File: config.mk
export PLATFORM = sky130hd
export DESIGN_NAME = wfr_mul
export DESIGN_NICKNAME = d
export VERILOG_FILES = /design/src/hw/rtl/wfr_pkg.sv /design/src/hw/rtl/wfr_mul.sv
export SDC_FILE = /design/constraint.sdc
export NUM_CORES = 2
export LEC_CHECK = 0
export ABC_AREA = 1
export BUFFER_PORTS_ARGS = -buffer_cell sky130_fd_sc_hd__buf_2
export CORE_MARGIN = 2
export CORE_UTILIZATION = 50
export DETAILED_ROUTE_END_ITERATION = 8
export PLACE_DENSITY = 0.77
export REMOVE_ABC_BUFFERS = 1
export SYNTH_ARGS = -nofsm -noshare
export SYNTH_HDL_FRONTEND = slang
export SYNTH_SLANG_ARGS = --single-unit
File: constraint.sdc
create_clock -name clk -period 7.1 [get_ports clk]
set_input_delay 1.42 -clock clk [delete_from_list [all_inputs] [get_ports clk]]
set_output_delay 1.42 -clock clk [all_outputs]
set_load 0.01 [all_outputs]
File: src/hw/rtl/wfr_pkg.sv
// Shared types, constants and codes for the weighted field reduction block.
package wfr_pkg;

	// Sample and field widths
	localparam int SAMPLE_BITS = 32;
	localparam int WEIGHT_W    = 8;
	localparam int MODE_W      = 2;
	localparam int STATUS_W    = 2;
	localparam int FRAC_W      = 16;
	localparam int SUM_W       = 64;

	// Configuration port
	localparam int CFG_W     = 32;
	localparam int CFG_IDX_W = 4;

	localparam logic [CFG_IDX_W-1:0] REG_CELL_VOLUME    = CFG_IDX_W'(0);
	localparam logic [CFG_IDX_W-1:0] REG_INV_BOX_VOLUME = CFG_IDX_W'(1);

	localparam logic [CFG_W-1:0] CELL_VOLUME_RST    = CFG_W'(65536);
	localparam logic [CFG_W-1:0] INV_BOX_VOLUME_RST = CFG_W'(65536);

	// Operation codes
	localparam logic [MODE_W-1:0] MODE_INTEGRAL     = MODE_W'(0);
	localparam logic [MODE_W-1:0] MODE_INNER        = MODE_W'(1);
	localparam logic [MODE_W-1:0] MODE_INV_WEIGHTED = MODE_W'(2);
	localparam logic [MODE_W-1:0] MODE_MEAN         = MODE_W'(3);

	// Status codes
	localparam logic [STATUS_W-1:0] STATUS_OK   = STATUS_W'(0);
	localparam logic [STATUS_W-1:0] STATUS_SAT  = STATUS_W'(1);
	localparam logic [STATUS_W-1:0] STATUS_ZDIV = STATUS_W'(2);

	// Digit-serial multiplier geometry
	localparam int DIG_W    = 32;
	localparam int MUL_XDIG = 4;
	localparam int MUL_YDIG = 2;
	localparam int PROD_W   = MUL_XDIG * DIG_W;
	localparam int MUL_YW   = MUL_YDIG * DIG_W;
	localparam int XIDX_W   = $clog2(MUL_XDIG);
	localparam int YIDX_W   = $clog2(MUL_YDIG);

	// Divider: quotient bits and bits retired per step
	localparam int QUO_W       = SUM_W;
	localparam int RADIX_BITS  = 2;

	typedef struct packed {
		logic [MODE_W-1:0]             mode;
		logic signed [SAMPLE_BITS-1:0] field_g;
		logic signed [SAMPLE_BITS-1:0] field_h;
		logic signed [SAMPLE_BITS-1:0] field_w;
		logic [WEIGHT_W-1:0]           element_weight;
		logic                          last_element;
	} elem_t;

	typedef struct packed {
		logic signed [SUM_W-1:0] reduction_result;
		logic [STATUS_W-1:0]     status;
	} result_t;

	typedef struct packed {
		logic [MUL_XDIG-1:0][DIG_W-1:0] x;
		logic [MUL_YDIG-1:0][DIG_W-1:0] y;
		logic [XIDX_W-1:0]              x_last;
		logic [YIDX_W-1:0]              y_last;
	} mul_cmd_t;

endpackage

File: src/hw/rtl/wfr_mul.sv
// Digit-serial multi-precision multiplier: one 32x32 product per cycle.
module wfr_mul
	import wfr_pkg::*;
(
	input  logic              clk,
	input  logic              arst_n,
	input  logic              start,
	input  mul_cmd_t          cmd,
	output logic              done,
	output logic [PROD_W-1:0] prod
);

	localparam int OFF_W = $clog2(MUL_XDIG + MUL_YDIG - 1);

	logic [MUL_XDIG-1:0][DIG_W-1:0] x_q;
	logic [MUL_YDIG-1:0][DIG_W-1:0] y_q;
	logic [XIDX_W-1:0]              x_last_q;
	logic [YIDX_W-1:0]              y_last_q;
	logic [XIDX_W-1:0]              i_q;
	logic [YIDX_W-1:0]              j_q;
	logic                           issue_q;
	logic                           pv_s1;
	logic                           fin_s1;
	logic                           done_q;
	logic [2*DIG_W-1:0]             prod_s1;
	logic [OFF_W-1:0]               off_s1;
	logic [PROD_W-1:0]              acc_q;
	logic                           last_issue;

	assign last_issue = (i_q == x_last_q) && (j_q == y_last_q);

	always_ff @(posedge clk or negedge arst_n) begin
		if (!arst_n) begin
			issue_q <= 1'b0;
			pv_s1   <= 1'b0;
			fin_s1  <= 1'b0;
			done_q  <= 1'b0;
			i_q     <= '0;
			j_q     <= '0;
		end else begin
			done_q <= pv_s1 && fin_s1;
			pv_s1  <= issue_q;
			fin_s1 <= issue_q && last_issue;
			if (start) begin
				issue_q <= 1'b1;
				i_q     <= '0;
				j_q     <= '0;
			end else if (issue_q) begin
				if (i_q == x_last_q) begin
					i_q <= '0;
					j_q <= j_q + 1'b1;
					if (j_q == y_last_q) begin
						issue_q <= 1'b0;
					end
				end else begin
					i_q <= i_q + 1'b1;
				end
			end
		end
	end

	// partial product registered, then shifted into place and summed
	always_ff @(posedge clk) begin
		if (start) begin
			x_q      <= cmd.x;
			y_q      <= cmd.y;
			x_last_q <= cmd.x_last;
			y_last_q <= cmd.y_last;
		end
		prod_s1 <= x_q[i_q] * y_q[j_q];
		off_s1  <= OFF_W'(i_q) + OFF_W'(j_q);
		if (start) begin
			acc_q <= '0;
		end else if (pv_s1) begin
			acc_q <= acc_q + (PROD_W'(prod_s1) << (DIG_W * off_s1));
		end
	end

	assign done = done_q;
	assign prod = acc_q;

endmodule

Word-level counts from Yosys, hierarchy flattened
Index checks and enable logic that the tools add are counted.

Multiply operators: 1. Reduce and logical (&&, ||, !) cells: 6. Eq/ne operators: 2. Shift-type cells: 1. Muxes and demuxes: 14. Magnitude comparators: 2. $add $sub $neg: 4.

Operators with widths (number): 128-bit adder (1); 64-bit by 8-bit left shift with 128-bit output (1); 32-bit two-way mux (3); 32-bit binary-select mux with 2-bit select (1); 32-bit by 32-bit multiplier with 64-bit output (1); 1-bit two-way mux (7); 2-bit two-way mux (3); 2-bit nonzero test (2); 2-bit by 1-bit adder with 3-bit output (1); 1-bit logical AND (3); 2-bit by 3-bit less-than comparator with 1-bit output, second input constant (1); 2-bit by 1-bit adder with 2-bit output, second input constant (1); 2-bit == test (1); 1-bit by 2-bit less-than comparator with 1-bit output, second input constant (1); 2-bit AND reduction (1); 1-bit adder, second input constant (1); 1-bit == test (1).

Bits in registers: 397.

Depth between registers and ports, before layout
Depth in word-level cells: 5. Mapped depth: 39.

Worst setup path before layout
OpenSTA, ideal clock, no wires.

Path kind: register to register. Start point: reg j_q. End point: reg prod_s1[63]. Buffers on the path: 3. Setup time: 0.112 ns. Stages on the path, launching flop included: 33. Arrival time: 6.978 ns. Slack: 0.010 ns. Cell sequence: dfrtp_1 buf_2 buf_2 o21ai_2 clkinv_1 clkbuf_1 nor2_1 fa_1 fa_1 fa_1 inv_1 fa_1 inv_1 fa_1 inv_1 fa_1 inv_1 fa_1 inv_1 fa_1 inv_1 ha_1 a21oi_1 a21boi_1 nor2_1 nor2_1 nand3_1 nand3_1 nand2_1 nand3b_1 nand2_1 nand2_1 nand2_1.

Longest elaborated chain between the ends: 3.

Ends and longest elaborated chain: from (decl) (RTL line wfr_mul.sv:20) `logic [YIDX_W-1:0] j_q;`; from (signal assigned) (RTL line wfr_mul.sv:51) `j_q <= j_q + 1'b1;`; 32-bit two-way mux (not written as such) (2 in series) (RTL line wfr_mul.sv:70) `prod_s1 <= x_q[i_q] * y_q[j_q];`; 32-bit by 32-bit multiplier with 64-bit output (RTL line wfr_mul.sv:70); to (signal assigned) (RTL line wfr_mul.sv:70); to (decl) (RTL line wfr_mul.sv:25) `logic [2*DIG_W-1:0] prod_s1;`.

Every way passes these cells. The select of a mux whose other input is x is not followed. A chain may end at the register's enable or synchronous reset.

Worst setup path in the final report
Start point: reg i_q[0]. End point: reg prod_s1[54].

Longest elaborated chain between the ends: 3.

Ends and longest elaborated chain: from (decl) (RTL line wfr_mul.sv:19) `logic [XIDX_W-1:0] i_q;`; from (signal assigned) (RTL line wfr_mul.sv:56) `i_q <= i_q + 1'b1;`; 32-bit binary-select mux with 2-bit select (RTL line wfr_mul.sv:70); 32-bit two-way mux (not written as such) (RTL line wfr_mul.sv:70); 32-bit by 32-bit multiplier with 64-bit output (RTL line wfr_mul.sv:70).

Every way passes these cells. The select of a mux whose other input is x is not followed.

==> reports/results.tsv <==
stage	metric	value	unit
synth	xor/xnor share of the synthesized area	1.75	%
timing	Layout Skew	0.0688	ns
clock_network	CTS max path bufs	3	
drt	DRC viols	0	
timing	Rel. slew slack	19.1	%
timing	final slew viol count	0	
clock_network	root buffer cell	clkbuf_16	
clock_network	clock-pin slew on the worst setup and hold paths	0.06	ns
grt	initial antenna violation count	2	
synth	Yosys top cell by area	fa_1	
synth	post-synthesis sequential area ratio	16.0	%
synth	Post-synth ARST share	1.76	%
drt	drt first pass iters	9	
synth	Adder-Cell Fraction of Synth Area	36.9	%
final_layout	Antenna Cells	0	
clock_network	CTS hold repair buffers	0	
synth	Synth Area per Inst	7.08	sq um
final_layout	commonest non-fill, non-tap cell in the layout	nand2_1	
synth	Post-synth top flop	edfxtp_1	
floorplan	Die H	356	microns
worst_setup_path	worst setup path class	reg2reg	
synth	Synth Cell Area	62000	sq um
grt	grt total ovfl	0	
timing	Fmax achieved	137	MHz
drt	vias post-DR	58600	
timing	final setup vio count	34	
synth	synth top area cells	fa_1, nand2_1, inv_1, edfxtp_1, ha_1	
grt	largest net degree at the start of global routing	163	
outcome	failing checks	negative setup slack	
floorplan	Core Area	123000	sq um
hold_path	Hold WC Path Type	reg2reg	
worst_setup_path	slowest stage cell on the critical path	fa_2	
drt	First DRT Iteration DRCs	5107	
synth	post-synth top area share	29.0	%
worst_setup_path	crit-path max FO	10	
synth	Unique masters post-synth	50	
clock_network	CTS Buf Count	48	
floorplan	die footprint	127000	sq um
final_layout	Final nets	11100	
place	Final GP Congestion	1.05	
clock_network	Sink Count	397	
timing	Hold Worst Slack	0.440	ns
timing	Worst Max-Slew Pin Slew	1.20	ns
worst_setup_path	CP most frequent cell	fa_1	
timing	RSZ-0062 raised after global routing	true	
worst_setup_path	Req. time, crit path	7.70	ns
worst_setup_path	depth of the most critical reg-to-reg path	31	
clock_network	worst skew pair latency	0.68	ns
grt	GRT Total Usage	38.9	%
final_layout	Area Overhead vs Synth	20.4	%
floorplan	Site Rows	129	
synth	flops & latches, synth	397	
synth	EDFF count, synth	195	
final_layout	most frequent cells in the layout	nand2_1, inv_1, nor2_1, fa_1, buf_4	
hold_path	hold path depth	2	
clock_network	CTS tree	built	
worst_setup_path	Crit. End Element	flip-flop	
flow_run	maximum capacitance violations	0	
worst_setup_path	max incr delay on CP	0.58	ns
timing	Final period util	103	%
timing	final-report hold violation count	0	
floorplan	chip width	356	microns
timing	setup TNS	-3.79	ns
place	dpl hpwl	212	mm
drt	final antenna-violating net count	0	
floorplan	starting density of the core	50.3	%
drt	drt total wl	246	mm
synth	Synth Area in Compound Gates	4.09	%
worst_setup_path	Critical Path AT	7.91	ns
worst_setup_path	Setup crit start kind	flip-flop	
clock_network	H-tree Lvls	2	
final_layout	fraction of layout cells with a size suffix above 1	17.7	%
synth	largest family of logic cells by synthesized area	adder cells	
synth	post-synthesis mux area share	0.0646	%
outcome	outcome	finished, violations left	
place	IO Port Bufs	326	
floorplan	top-level I/O count	327	
place	Setup WS pre-CTS	-0.544	ns
timing	Tmin final	7.31	ns
timing	PnR worst setup slack	-0.205	ns
drt	vias per inst	5.22	
drt	drt wl/cell	21.9	microns
synth	Synth Instances	8760	
grt	first-pass GRT wire length	363	mm
grt	number of global-route vias before repair	59900	
synth	Post-Synth Simple-Gate Area	26.8	%
synth	Ys Warns	0	
[worst paths after layout]
path	to	startpoint	slack, ns
setup / recovery	prod_s1[54]	i_q[0]	-0.21
hold / removal	done	fin_s1	0.44
setup reg to reg	prod_s1[54]	i_q[0]	-0.21
hold reg to reg	done	fin_s1	0.44
max in group asynchronous	pv_s1	arst_n	6.16
min in group asynchronous	done	arst_n	0.63
[routing by layer]
metal  up-vias  track usage (%)  wire length, microns
met5         -                0                    25
met4         4             30.8                 24300
met3       814             5.53                 17900
met2      2785             65.6                116000
met1     27800             44.4                 88500
li1      27200                -                     -
[registers in the layout, indices dropped and copies added (netlist names), 2 cells and up]
| name | flops |
|---|---|
| off_s1 | 3 |
| prod_s1 | 64 |
| x_q | 128 |
| x_last_q | 2 |
| i_q | 2 |
| y_q | 64 |
| prod | 128 |
[per-stage QoR]
stage	cell area (sq um)	instances	utilization (%)
floorplan	61000	8517	-
global placement	70400	11100	57.1
detailed placement	70400	11100	57.1
CTS	73700	11200	59.8
global route	74600	11200	60.5
finish	74600	11200	60.5
[critical path: cells and delay by family, from the launching register on]
kind | cells | cell delay, ns
xor+xnor | 1 | 0.16
buf+inv | 12 | 1.32
fa+ha+maj | 9 | 4.30
flops | 1 | 0.49
compound gates | 2 | 0.30
simple gates | 7 | 0.68
[synthesized netlist by cell type (all sizes together) (39+ instances only)]
| cell type | instances |
|---|---|
| inv | 2091 |
| a21oi | 167 |
| clkbuf | 134 |
| nand3 | 251 |
| ha | 392 |
| o21ai | 190 |
| nand2 | 2453 |
| fa | 897 |
| dfxtp | 195 |
| nor2 | 1329 |
| buf | 109 |
| nor3 | 39 |
| edfxtp | 195 |
| xor2 | 100 |
[repair_timing]
action,4_1_cts,5_1_grt
gates resized for setup,354,193
gates cloned,6,0
pin swaps,63,76
endpoints found under the setup margin,45,50
buffers inserted,30,18
[final cells by class]
cell class	instances	area [sq um]
clock buffers	61	1280
clock inverters	25	289
fillers	11400	48700
inverters	2110	7980
multi-input cells	6010	45000
flip-flops and latches	397	9940
well taps	1637	2050
repair buffers	1005	8120
[cells by family after synthesis]
kind of cell / Yosys count
AO/OA/AOI/OAI: 453
XOR/XNOR: 124
adder cells (fa/ha/maj): 1289
buffers and inverters: 2353
flip-flops: 397
multiplexers: 4
AND/OR/NAND/NOR: 4140
Power is not shown: default switching activity piles up to over one toggle a cycle in this logic, so the estimate is an artifact.
