File: config.mk
export PLATFORM = sky130hd
export DESIGN_NAME = wfr_div
export DESIGN_NICKNAME = d
export VERILOG_FILES = /design/src/hw/rtl/wfr_pkg.sv /design/src/hw/rtl/wfr_div.sv
export SDC_FILE = /design/constraint.sdc
export NUM_CORES = 1
export LEC_CHECK = 0
export BUFFER_PORTS_ARGS = -buffer_cell sky130_fd_sc_hd__buf_2
export CORE_ASPECT_RATIO = 1.4
export CORE_MARGIN = 5
export CORE_UTILIZATION = 23
export CTS_CLUSTER_SIZE = 30
export DETAILED_ROUTE_END_ITERATION = 6
export GPL_ROUTABILITY_DRIVEN = 0
export HOLD_SLACK_MARGIN = 0.03
export SETUP_SLACK_MARGIN = 0.3
export SYNTH_ARGS = -nofsm -noshare
export SYNTH_HDL_FRONTEND = slang
export SYNTH_SLANG_ARGS = --single-unit
File: constraint.sdc
create_clock -name clk -period 7.1 [get_ports clk]
set_input_delay 1.42 -clock clk [delete_from_list [all_inputs] [get_ports clk]]
set_output_delay 1.42 -clock clk [all_outputs]
set_load 0.01 [all_outputs]
File: src/hw/rtl/wfr_pkg.sv
// Shared types, constants and codes for the weighted field reduction block.
package wfr_pkg;

	// Sample and field widths
	localparam int SAMPLE_BITS = 32;
	localparam int WEIGHT_W    = 8;
	localparam int MODE_W      = 2;
	localparam int STATUS_W    = 2;
	localparam int FRAC_W      = 16;
	localparam int SUM_W       = 64;

	// Configuration port
	localparam int CFG_W     = 32;
	localparam int CFG_IDX_W = 4;

	localparam logic [CFG_IDX_W-1:0] REG_CELL_VOLUME    = CFG_IDX_W'(0);
	localparam logic [CFG_IDX_W-1:0] REG_INV_BOX_VOLUME = CFG_IDX_W'(1);

	localparam logic [CFG_W-1:0] CELL_VOLUME_RST    = CFG_W'(65536);
	localparam logic [CFG_W-1:0] INV_BOX_VOLUME_RST = CFG_W'(65536);

	// Operation codes
	localparam logic [MODE_W-1:0] MODE_INTEGRAL     = MODE_W'(0);
	localparam logic [MODE_W-1:0] MODE_INNER        = MODE_W'(1);
	localparam logic [MODE_W-1:0] MODE_INV_WEIGHTED = MODE_W'(2);
	localparam logic [MODE_W-1:0] MODE_MEAN         = MODE_W'(3);

	// Status codes
	localparam logic [STATUS_W-1:0] STATUS_OK   = STATUS_W'(0);
	localparam logic [STATUS_W-1:0] STATUS_SAT  = STATUS_W'(1);
	localparam logic [STATUS_W-1:0] STATUS_ZDIV = STATUS_W'(2);

	// Digit-serial multiplier geometry
	localparam int DIG_W    = 32;
	localparam int MUL_XDIG = 4;
	localparam int MUL_YDIG = 2;
	localparam int PROD_W   = MUL_XDIG * DIG_W;
	localparam int MUL_YW   = MUL_YDIG * DIG_W;
	localparam int XIDX_W   = $clog2(MUL_XDIG);
	localparam int YIDX_W   = $clog2(MUL_YDIG);

	// Divider: quotient bits and bits retired per step
	localparam int QUO_W       = SUM_W;
	localparam int RADIX_BITS  = 2;

	typedef struct packed {
		logic [MODE_W-1:0]             mode;
		logic signed [SAMPLE_BITS-1:0] field_g;
		logic signed [SAMPLE_BITS-1:0] field_h;
		logic signed [SAMPLE_BITS-1:0] field_w;
		logic [WEIGHT_W-1:0]           element_weight;
		logic                          last_element;
	} elem_t;

	typedef struct packed {
		logic signed [SUM_W-1:0] reduction_result;
		logic [STATUS_W-1:0]     status;
	} result_t;

	typedef struct packed {
		logic [MUL_XDIG-1:0][DIG_W-1:0] x;
		logic [MUL_YDIG-1:0][DIG_W-1:0] y;
		logic [XIDX_W-1:0]              x_last;
		logic [YIDX_W-1:0]              y_last;
	} mul_cmd_t;

endpackage

File: src/hw/rtl/wfr_div.sv
// Radix-4 restoring divider with up-front quotient overflow check.
module wfr_div
	import wfr_pkg::*;
(
	input  logic                   clk,
	input  logic                   arst_n,
	input  logic                   start,
	input  logic [PROD_W-1:0]      num,
	input  logic [SAMPLE_BITS-1:0] den,
	output logic                   done,
	output logic                   ovf,
	output logic [QUO_W-1:0]       quo
);

	localparam int DIV_STEPS = QUO_W / RADIX_BITS;
	localparam int CNT_W     = $clog2(DIV_STEPS);
	localparam int R_W       = SAMPLE_BITS + RADIX_BITS;

	logic [SAMPLE_BITS-1:0] rem_q;
	logic [SAMPLE_BITS-1:0] d_q;
	logic [R_W-1:0]         d3_q;
	logic [QUO_W-1:0]       lo_q;
	logic [QUO_W-1:0]       quo_q;
	logic [CNT_W-1:0]       cnt_q;
	logic                   busy_q;
	logic                   done_q;
	logic                   ovf_q;

	logic [R_W-1:0]        r4;
	logic [R_W-1:0]        d2;
	logic [R_W-1:0]        d1;
	logic [R_W-1:0]        sub;
	logic [R_W-1:0]        rem_n;
	logic [RADIX_BITS-1:0] dig;
	logic                  hi_ge;

	assign hi_ge = num[PROD_W-1:QUO_W] >= (PROD_W - QUO_W)'(den);
	assign r4    = {rem_q, lo_q[QUO_W-1 -: RADIX_BITS]};
	assign d2    = {1'b0, d_q, 1'b0};
	assign d1    = {2'b00, d_q};

	always_comb begin
		if (r4 >= d3_q) begin
			dig = 2'd3;
			sub = d3_q;
		end else if (r4 >= d2) begin
			dig = 2'd2;
			sub = d2;
		end else if (r4 >= d1) begin
			dig = 2'd1;
			sub = d1;
		end else begin
			dig = 2'd0;
			sub = '0;
		end
		rem_n = r4 - sub;
	end

	always_ff @(posedge clk or negedge arst_n) begin
		if (!arst_n) begin
			busy_q <= 1'b0;
			done_q <= 1'b0;
			ovf_q  <= 1'b0;
			cnt_q  <= '0;
		end else begin
			if (start) begin
				ovf_q  <= hi_ge;
				busy_q <= !hi_ge;
				done_q <= hi_ge;
				cnt_q  <= '0;
			end else if (busy_q) begin
				cnt_q  <= cnt_q + 1'b1;
				busy_q <= (cnt_q != CNT_W'(DIV_STEPS - 1));
				done_q <= (cnt_q == CNT_W'(DIV_STEPS - 1));
			end else begin
				done_q <= 1'b0;
			end
		end
	end

	always_ff @(posedge clk) begin
		if (start) begin
			rem_q <= num[QUO_W +: SAMPLE_BITS];
			lo_q  <= num[QUO_W-1:0];
			d_q   <= den;
			d3_q  <= R_W'(den) + R_W'({den, 1'b0});
		end else if (busy_q) begin
			rem_q <= rem_n[SAMPLE_BITS-1:0];
			lo_q  <= lo_q << RADIX_BITS;
			quo_q <= {quo_q[QUO_W-RADIX_BITS-1:0], dig};
		end
	end

	assign done = done_q;
	assign ovf  = ovf_q;
	assign quo  = quo_q;

endmodule

## Word level (Yosys, flattened, before mapping)

Cells that the tools add are included.

- Output and inout port bits: 66
- Bits of input ports: 163
- Logic and storage cells: 40
- Register bits after elaboration: 234

- Eq/ne operators: 2
- Reduce and logical (&&, ||, !) cells: 4
- Mux-type cells: 15
- Bitwise operators: 1
- Add/sub/neg operators: 3
- Order comparisons: 4

Operators by type and width:

| operator | count |
|---|---|
| $mux W32 | 5 |
| $mux W64 | 2 |
| $ge A64 B32 Y1 | 1 |
| $add A32 B33 Y34 | 1 |
| $ge A34 B32 Y1 | 1 |
| $ge A34 B33 Y1 | 1 |
| $ge A34 B34 Y1 | 1 |
| $sub A32 B32 Y32 | 1 |
| $mux W5 | 2 |
| $mux W1 | 6 |
| $add A5 B1 Y5 const B | 1 |
| $eq A5 B5 Y1 const B | 1 |
| $ne A5 B5 Y1 const B | 1 |
| $reduce_and A2 Y1 | 1 |
| $reduce_bool A2 Y1 | 1 |
| $reduce_or A2 Y1 | 1 |
| $logic_not A1 Y1 | 1 |
| $not A1 Y1 | 1 |

## Depth between registers and ports, before layout

Gate-level depths: netlist of the first run.

- Depth after elaboration: 7
- Depth in mapped cells: 24
- Mapped depth without buffers: 23

## Least setup slack after synthesis of the first run

No wires, ideal clock.

- Kind: input-to-reg
- Start: input port start
- End: register busy_q
- Library setup time: 0.076 ns
- Required time: 7.024 ns
- Stages: 3
- Path buffers: 1
- Slack: 2.077 ns
- Arrival: 4.947 ns
- Cell sequence: clkbuf_1 -> nor2b_1 -> a22o_1

- Longest elaborated chain between the ends: 1

Ends and longest elaborated chain:

| item | RTL line | RTL |
|---|---|---|
| start, declared | wfr_div.sv:7 | `input logic start,` |
| $mux W1 | wfr_div.sv:66 | `if (start) begin` |
| end signal, assigned | wfr_div.sv:68 | `busy_q <= !hi_ge;` |
| end signal, assigned | wfr_div.sv:73 | `busy_q <= (cnt_q != CNT_W'(DIV_STEPS - 1));` |
| end, declared | wfr_div.sv:25 | `logic busy_q;` |

No other way between the ends.
A chain may end at the register's enable or synchronous reset.

## Final worst setup path of the first run

- Start: register rem_q[21]
- End: register rem_q[30] (data pin)

- Longest elaborated chain between the ends: 7
- Elaborated cells between the ends (all ways): 9
- Those cells by class: add/sub (1); order compare (3); mux (5)

Ends and longest elaborated chain:

| item | RTL line | RTL |
|---|---|---|
| start, declared | wfr_div.sv:19 | `logic [SAMPLE_BITS-1:0] rem_q;` |
| start signal, assigned | wfr_div.sv:83 | `rem_q <= num[QUO_W +: SAMPLE_BITS];` |
| start signal, assigned | wfr_div.sv:88 | `rem_q <= rem_n[SAMPLE_BITS-1:0];` |
| $ge A34 B32 Y1 | wfr_div.sv:49 | `end else if (r4 >= d1) begin` |
| $mux W32 | wfr_div.sv:49 |  |
| $mux W32 | wfr_div.sv:46 | `end else if (r4 >= d2) begin` |
| $mux W32 | wfr_div.sv:43 | `if (r4 >= d3_q) begin` |
| $sub A32 B32 Y32 (*) | wfr_div.sv:56 | `rem_n = r4 - sub;` |
| $mux W32 (*) | wfr_div.sv:87 | `end else if (busy_q) begin` |
| $mux W32 (*) | wfr_div.sv:82 | `if (start) begin` |

Mark *: on every way between the ends. The rest lies on a longest branch, timed or not. The select of a mux whose other input is x is not followed.

==> results of run 1 <==
==> cell usage after synthesis (4+ instances only) <==
| cell | count |
|---|---|
| nand2b_1 | 15 |
| nor2_1 | 64 |
| a211oi_1 | 13 |
| a31oi_1 | 8 |
| nor3_1 | 16 |
| clkbuf_1 | 16 |
| xor2_1 | 24 |
| xnor2_1 | 31 |
| nand2_1 | 95 |
| a21oi_1 | 109 |
| or2_2 | 4 |
| and4_1 | 4 |
| dfrtp_1 | 8 |
| nand3_1 | 18 |
| or3_1 | 6 |
| o21a_1 | 14 |
| ha_1 | 195 |
| o211ai_1 | 5 |
| nor2b_1 | 8 |
| o31ai_1 | 9 |
| edfxtp_1 | 225 |
| o21ai_1 | 65 |
| and3_1 | 7 |
| nand4_1 | 21 |
| inv_1 | 118 |
| a21o_1 | 54 |
| nor4_1 | 10 |
| and2_1 | 9 |
| o21bai_1 | 4 |
| o21ai_0 | 26 |
| mux2_2 | 64 |
| buf_2 | 6 |
| a2111oi_0 | 6 |
==> power by group through the flow <==
stage | clock (mW) | sequential [mW] | combinational [mW]
2_1_floorplan | 0 | 1.89 | 2.64
3_5_place_dp | 0 | 1.97 | 3.47
6_report | 1.32 | 1.94 | 3.51
4_1_cts | 1.37 | 1.94 | 3.50
3_3_place_gp | 0 | 1.96 | 3.41
5_1_grt | 1.43 | 1.96 | 3.91
==> layout make-up <==
class / count / area, um2 / area share [%]
multi-input combinational: 970 / 7480 / 41.6
sequential: 233 / 6960 / 38.7
timing repair buffer: 236 / 1210 / 6.72
tap: 840 / 1050 / 5.85
clock buffer: 29 / 683 / 3.80
inverter: 120 / 450 / 2.51
clock inverter: 15 / 143 / 0.793
==> state kept, by name, indices dropped and copies added (netlist names) <==
| register | cells |
|---|---|
| lo_q | 64 |
| quo | 64 |
| d3_q | 33 |
| d_q | 32 |
| rem_q | 32 |
| cnt_q | 5 |
| busy_q | 1 |
| done | 1 |
| ovf | 1 |
==> worst max-delay path: cells and delay by family, from the launching register on <==
family / cells / cell delay [ps]
compound gates: 12 / 2630
fa+ha+maj: 2 / 700
buf+inv: 1 / 830
flops: 1 / 460
simple gates: 4 / 870
==> metrics by stage <==
stage / total power [mW] / hold slack (ps) / std cells / utilization [%]
2_1_floorplan: 4.53 / 493 / 1351 / -
3_3_place_gp: 5.37 / 429 / 2399 / 26.6
3_5_place_dp: 5.44 / 427 / 2399 / 26.6
4_1_cts: 6.81 / 442 / 2443 / 27.8
5_1_grt: 7.30 / 453 / 2443 / 27.8
6_report: 6.77 / 443 / 2443 / 27.8
==> routing by layer <==
metal / wire [um] / track usage (%) / vias up
li1: - / - / 5530
met1: 15800 / 12.2 / 5364
met2: 22700 / 22.6 / 281
met3: 2300 / 1.83 / 89
met4: 1760 / 4.72 / 2
met5: 13 / 0 / -
==> kinds of logic (layout without fill, tap and decap cells) <==
logic type	after synthesis	in the layout	share of synthesized area [%]
AO/OA/AOI/OAI	360	360	15.6
AND/OR/NAND/NOR	291	291	9.44
flip-flops	233	233	46.3
adder cells (fa/ha/maj)	197	197	16.5
buffers and inverters	148	400	3.90
multiplexers	67	67	5.00
XOR/XNOR	55	55	3.21
==> path summary, 6_finish.rpt <==
| path | from | slack, ps | to |
|---|---|---|---|
| max | rem_q[21]$_DFFE_PP_ | 1280 | rem_q[30]$_DFFE_PP_ |
| min | quo[55]$_DFFE_PP_ | 440 | quo[57]$_DFFE_PP_ |
| max reg2reg | rem_q[21]$_DFFE_PP_ | 1280 | rem_q[30]$_DFFE_PP_ |
| min reg2reg | quo[55]$_DFFE_PP_ | 440 | quo[57]$_DFFE_PP_ |
| max in group asynchronous | arst_n | 6210 | cnt_q[4]$_DFFE_PN0P_ |
| min in group asynchronous | arst_n | 720 | ovf$_DFFE_PN0P_ |
==> results.py, run 1 <==
metrics = {
    "timing": {
        "timing.final.hold_violations": 0,
        "drv_slew": 0,
        "period_needed_ps": 5820,
        "fin_setup_tns_ps": 0,
        "rsz0062_at_grt": "false",
        "fmax_mhz": 172,
        "tightest_slew_ps": 1030,
        "period_share_pct": 82.0,
        "max_slew_margin_pct": 30.8,
        "worst_slack_ps": 1280,
        "setup-violations-final": 0,
        "clock_skew_ps": 10.5,
    },
    "critical_path": {
        "cp.arrival_ps": 6080,
        "path_max_fanout": 30,
        "slowest_delay_ps": 830,
        "startpoint_type": "flop",
        "worstPathRequired_ps": 7360,
        "worst-r2r-cell-count": 19,
        "cp_slowest_cell": "clkinv_1",
        "crit_type": "reg2reg",
        "end_kind": "flop",
        "path_cells": "ha_1 > nand4_1 > nor4b_1 > o31ai_1 > nor2_1 > nand2b_1 > clkinv_1 > o21ai_1 > a21oi_1 > ha_1 > a21oi_2 > o221ai_1 > a31o_2 > a41o_1 > a41o_1 > o31ai_4 > o21ai_1 > a21oi_1 > o211ai_1",
    },
    "placed_design": {
        "post_dp_cell_area_um2": 17200,
        "io_buffers": 228,
        "place_ws_ps": 1290,
        "dp_hpwl_um": 34300,
    },
    "yosys": {
        "synth_edf_count": 225,
        "synth-seq-area-share_pct": 46.3,
        "async_flop_share_pct": 3.43,
        "synth_cell_types": 80,
        "synthCells": 1351,
        "synth_area_leaders": "edfxtp_1 (45%), ha_1 (16%), mux2_2 (4.8%)",
        "syn_area_um2": 15000,
        "postSynthAreaPerCell_um2": 11.1,
        "ys_warn_count": 0,
        "yosysTopAreaCellShare_pct": 45.0,
        "synth_top_flop_cell": "edfxtp_1",
        "synth_top_cell_by_area": "edfxtp_1",
        "ys_ff_latch": 233,
        "synth_nets": 1711,
    },
    "run": {
        "max-cap-violations": 0,
    },
    "power": {
        "power_density_nw_per_um2": 377,
        "p_sw_share_pct": 40.8,
        "switchingPower_mw": 2.77,
        "leakage_nw": 7.70,
        "p_clk_share_pct": 19.5,
        "vdd_ir_drop_max_v": 0.000206,
        "cellInternalPower_mw": 4.01,
        "seqPwrFrac_pct": 28.7,
        "comb_power_share_pct": 51.8,
    },
    "grt": {
        "grt_pass1_wl_um": 65600,
        "grt_max_degree": 67,
        "overflow": 0,
        "gr-usage-all-layers_pct": 11.6,
        "antenna_found_initial": 2,
        "grt_pass1_vias": 11900,
    },
    "clocking": {
        "clk_latency_ps": 530,
        "cts-hold-fix-buffers": 0,
        "cts_root_buffer": "clkbuf_16",
        "cts_buffers": 27,
        "ctsLongestPathBuffers": 3,
        "cts_resized": 0,
        "tritoncts": "done",
        "clk_pin_slew_ps": 60,
        "htree_levels": 1,
        "cts_setup_buffers": 0,
        "cts_sinks": 233,
    },
    "drt": {
        "drtPass1Iterations": 5,
        "post_drt_wl_per_cell_um": 17.4,
        "detail_route.iter0.violations": 617,
        "drt-vias-per-instance": 4.61,
        "route.detailed.drc": 0,
        "vias": 11300,
        "wl_um": 42600,
        "postRouteAntennaNets": 0,
    },
    "cells_and_area": {
        "n_antenna_cell": 0,
        "final_common_cell": "buf_2",
        "nets": 1948,
        "mostFrequentLayoutCells": "buf_2 (227), edfxtp_1 (225), ha_1 (195), inv_1 (118), a21oi_1 (109)",
        "stdcell_area_um2": 18000,
        "fillCellCount": 6681,
        "drive_above_1_share_pct": 22.7,
        "area_growth_syn_to_layout_pct": 19.7,
    },
    "floorplan": {
        "die_w_um": 226,
        "rows": 110,
        "chipHeight_um": 312,
        "initial_core_util_pct": 23.3,
        "die_area_um2": 70600,
        "core_um2": 64500,
        "io_pins": 229,
    },
    "worst_hold_path": {
        "hp-class": "reg2reg",
        "hold_depth": 0,
    },
    "run_status": {
        "status": "completed",
    },
}
Power figures use the tool's default switching activity.
==> run 2: changes to the inputs <==
Settings changed: ABC_AREA set to 1.
Clock period 7.1 ns to 6 ns, I/O delays scaled along.
==> run 2 against run 1 <==
  * Setup slack got worse by 320 ps
  * Via count increased by 15%
  * Hold slack improved by 2.0 ps
  * Wire length increased by 11%
  * Largest cell class unchanged
  * Die area increased by 4.7%
  * Flip-flop and latch count unchanged
  * Power increased by 20%
  * Critical endpoint is now rem_q[26]$_DFFE_PP_
==> results.py, run 2 <==
metrics = {
    "placed_design": {
        "dp.cells": 2838,
        "dp_hpwl_um": 38200,
        "io_buffers": 228,
        "post_dp_cell_area_um2": 17900,
    },
    "yosys": {
        "yosysMostFrequentCell": "nand2_1",
        "ys_ff_latch": 233,
        "synth.top_cells.by_count": "nand2_1 (502), edfxtp_1 (225), inv_1 (203)",
        "synthCells": 1776,
        "postSynthAreaPerCell_um2": 8.87,
        "synth_cell_types": 56,
        "synth_top_flop_cell": "edfxtp_1",
        "synth_nets": 2136,
        "synth_top_cell_by_area": "edfxtp_1",
        "synth_area_leaders": "edfxtp_1 (43%), ha_1 (15%), nand2_1 (12%)",
        "yosysTopAreaCellShare_pct": 42.9,
        "syn_area_um2": 15800,
        "async_flop_share_pct": 3.43,
        "synth-seq-area-share_pct": 44.2,
        "ys_warn_count": 0,
        "synth_edf_count": 225,
    },
    "worst_hold_path": {
        "hp-class": "reg2reg",
        "hold_path.startpoint": "quo[19]$_DFFE_PP_",
    },
    "power": {
        "p_sw_share_pct": 43.5,
        "vdd_ir_drop_max_v": 0.000211,
        "cellInternalPower_mw": 4.57,
        "comb_power_share_pct": 50.7,
        "p_clk_share_pct": 21.7,
        "power_density_nw_per_um2": 430,
        "switchingPower_mw": 3.52,
        "total_power_mw": 8.09,
        "seqPwrFrac_pct": 27.6,
        "leakage_nw": 8.69,
    },
    "critical_path": {
        "critPathBufInv": 2,
        "cp_top_family": "simple AND/OR/NAND/NOR gates",
        "cp.arrival_ps": 5360,
        "crit_type": "reg2reg",
        "worstPathRequired_ps": 6320,
        "worstReg2RegStart": "rem_q[29]$_DFFE_PP_",
        "slowest_delay_ps": 500,
        "cpMostUsedCell": "nand2_1",
        "startpoint_type": "flop",
        "end_kind": "flop",
        "path_max_fanout": 33,
        "cp_slowest_cell": "edfxtp_1",
        "critPathLaunch": "rem_q[29]$_DFFE_PP_",
    },
    "clocking": {
        "cts_resized": 0,
        "htree_levels": 1,
        "cts_sinks": 233,
        "clk_pin_slew_ps": 60,
        "cts_root_buffer": "clkbuf_16",
        "ctsLongestPathBuffers": 3,
        "tritoncts": "done",
        "cts_setup_buffers": 0,
        "clk_latency_ps": 560,
        "cts_buffers": 27,
        "cts-hold-fix-buffers": 0,
    },
    "cells_and_area": {
        "mostFrequentLayoutCells": "nand2_1 (502), buf_2 (227), edfxtp_1 (225), inv_1 (202), ha_1 (195)",
        "fin_cells": 2890,
        "nets": 2365,
        "fillCellCount": 7314,
        "stdcell_area_um2": 18800,
        "multi_input_area_um2": 7830,
        "final_common_cell": "nand2_1",
        "drive_above_1_share_pct": 16.7,
        "area_growth_syn_to_layout_pct": 19.4,
        "seqCellArea_um2": 6960,
    },
    "drt": {
        "drt-vias-per-instance": 4.50,
        "detail_route.iter0.violations": 704,
        "post_drt_wl_per_cell_um": 16.3,
        "postRouteAntennaNets": 0,
        "vias": 13000,
        "drtPass1Iterations": 5,
        "wl_um": 47100,
        "route.detailed.drc": 0,
    },
    "grt": {
        "grt_pass1_vias": 13100,
        "grt_max_degree": 85,
        "gr-usage-all-layers_pct": 12.3,
        "grt_pass1_wl_um": 71700,
        "overflow": 0,
        "antenna_found_initial": 7,
    },
    "timing": {
        "rsz0062_at_grt": "false",
        "fin_setup_tns_ps": 0,
        "tightest_slew_ps": 1050,
        "setup-violations-final": 0,
        "clock_skew_ps": 16.8,
        "period_needed_ps": 5040,
        "period_share_pct": 84.0,
        "max_slew_margin_pct": 29.8,
        "fmax_mhz": 199,
        "drv_slew": 0,
        "timing.final.hold_violations": 0,
    },
    "floorplan": {
        "core_um2": 67900,
        "rows": 113,
        "die_area_um2": 73900,
        "chipHeight_um": 320,
        "io_pins": 229,
        "die_w_um": 231,
        "initial_core_util_pct": 23.2,
    },
    "run": {
        "max-cap-violations": 0,
    },
    "run_status": {
        "status": "completed",
    },
}
==> run 2: cell types whose count changed in the layout (fill, tap and decap cells not counted), sizes merged, moves of 13 or more <==
cell and change:
a211oi -13, nand2 +420, nor2 +51, nand3 +40
mux2 -64, a21o -41, nand2b -15, o221ai +30
or2 +13, xnor2 -19, inv +91, a21oi +13
==> run 2: power groups by stage <==
| stage | sequential (mW) | clock, mW | combinational (mW) |
|---|---|---|---|
| global placement | 2.26 | 0 | 4.03 |
| detailed placement | 2.27 | 0 | 4.06 |
| CTS | 2.24 | 1.81 | 4.08 |
| floorplan | 2.20 | 0 | 3.04 |
| global route | 2.25 | 1.87 | 4.62 |
| finish | 2.23 | 1.76 | 4.10 |
==> run 2: stage by stage <==
step | hold WS [ps] | util [%] | setup slack, ps
after CTS | 438 | 27.7 | 1030
after global routing | 458 | 27.7 | 605
after detailed placement | 426 | 26.3 | 1070
final | 445 | 27.7 | 962
after global placement | 424 | 26.3 | 1140
after floorplan | 486 | - | 1290
==> run 2: layout make-up <==
class | instances | share of cell area (%)
diodes | 3 | 0.0399
clock buffers | 28 | 3.61
clock inverters | 21 | 1.35
inverters | 211 | 4.23
multi-input cells | 1297 | 41.7
flip-flops and latches | 233 | 37.0
well taps | 862 | 5.74
repair buffers | 235 | 6.38
==> run 2: layer usage <==
layer,part of all wire [%],up-vias,GRT usage [%]
li1,-,6574,-
met1,37,5974,12.9
met2,53,365,24.0
met3,5.7,91,2.17
met4,3.8,2,4.59
met5,0.028,-,0
==> run 2: cell families (layout without fill, tap and decap cells) <==
family | count (synthesis) | after routing | synth area share (%)
AO/OA/AOI/OAI | 302 | 302 | 11.8
XOR/XNOR | 33 | 33 | 1.83
adder cells (fa/ha/maj) | 197 | 197 | 15.7
buffers and inverters | 246 | 495 | 6.16
flip-flops | 233 | 233 | 44.2
other | 0 | 3 | 0
AND/OR/NAND/NOR | 765 | 765 | 20.3
==> run 2: path summary, 6_finish.rpt <==
path	end	slack (ps)	cells past startpoint
min	quo[21]$_DFFE_PP_	440	0
max reg2reg	rem_q[26]$_DFFE_PP_	960	26
min in group asynchronous	done$_DFF_PN0_	470	1
min reg2reg	quo[21]$_DFFE_PP_	440	0
max in group asynchronous	cnt_q[3]$_DFFE_PN0P_	5360	1
max	rem_q[26]$_DFFE_PP_	960	26
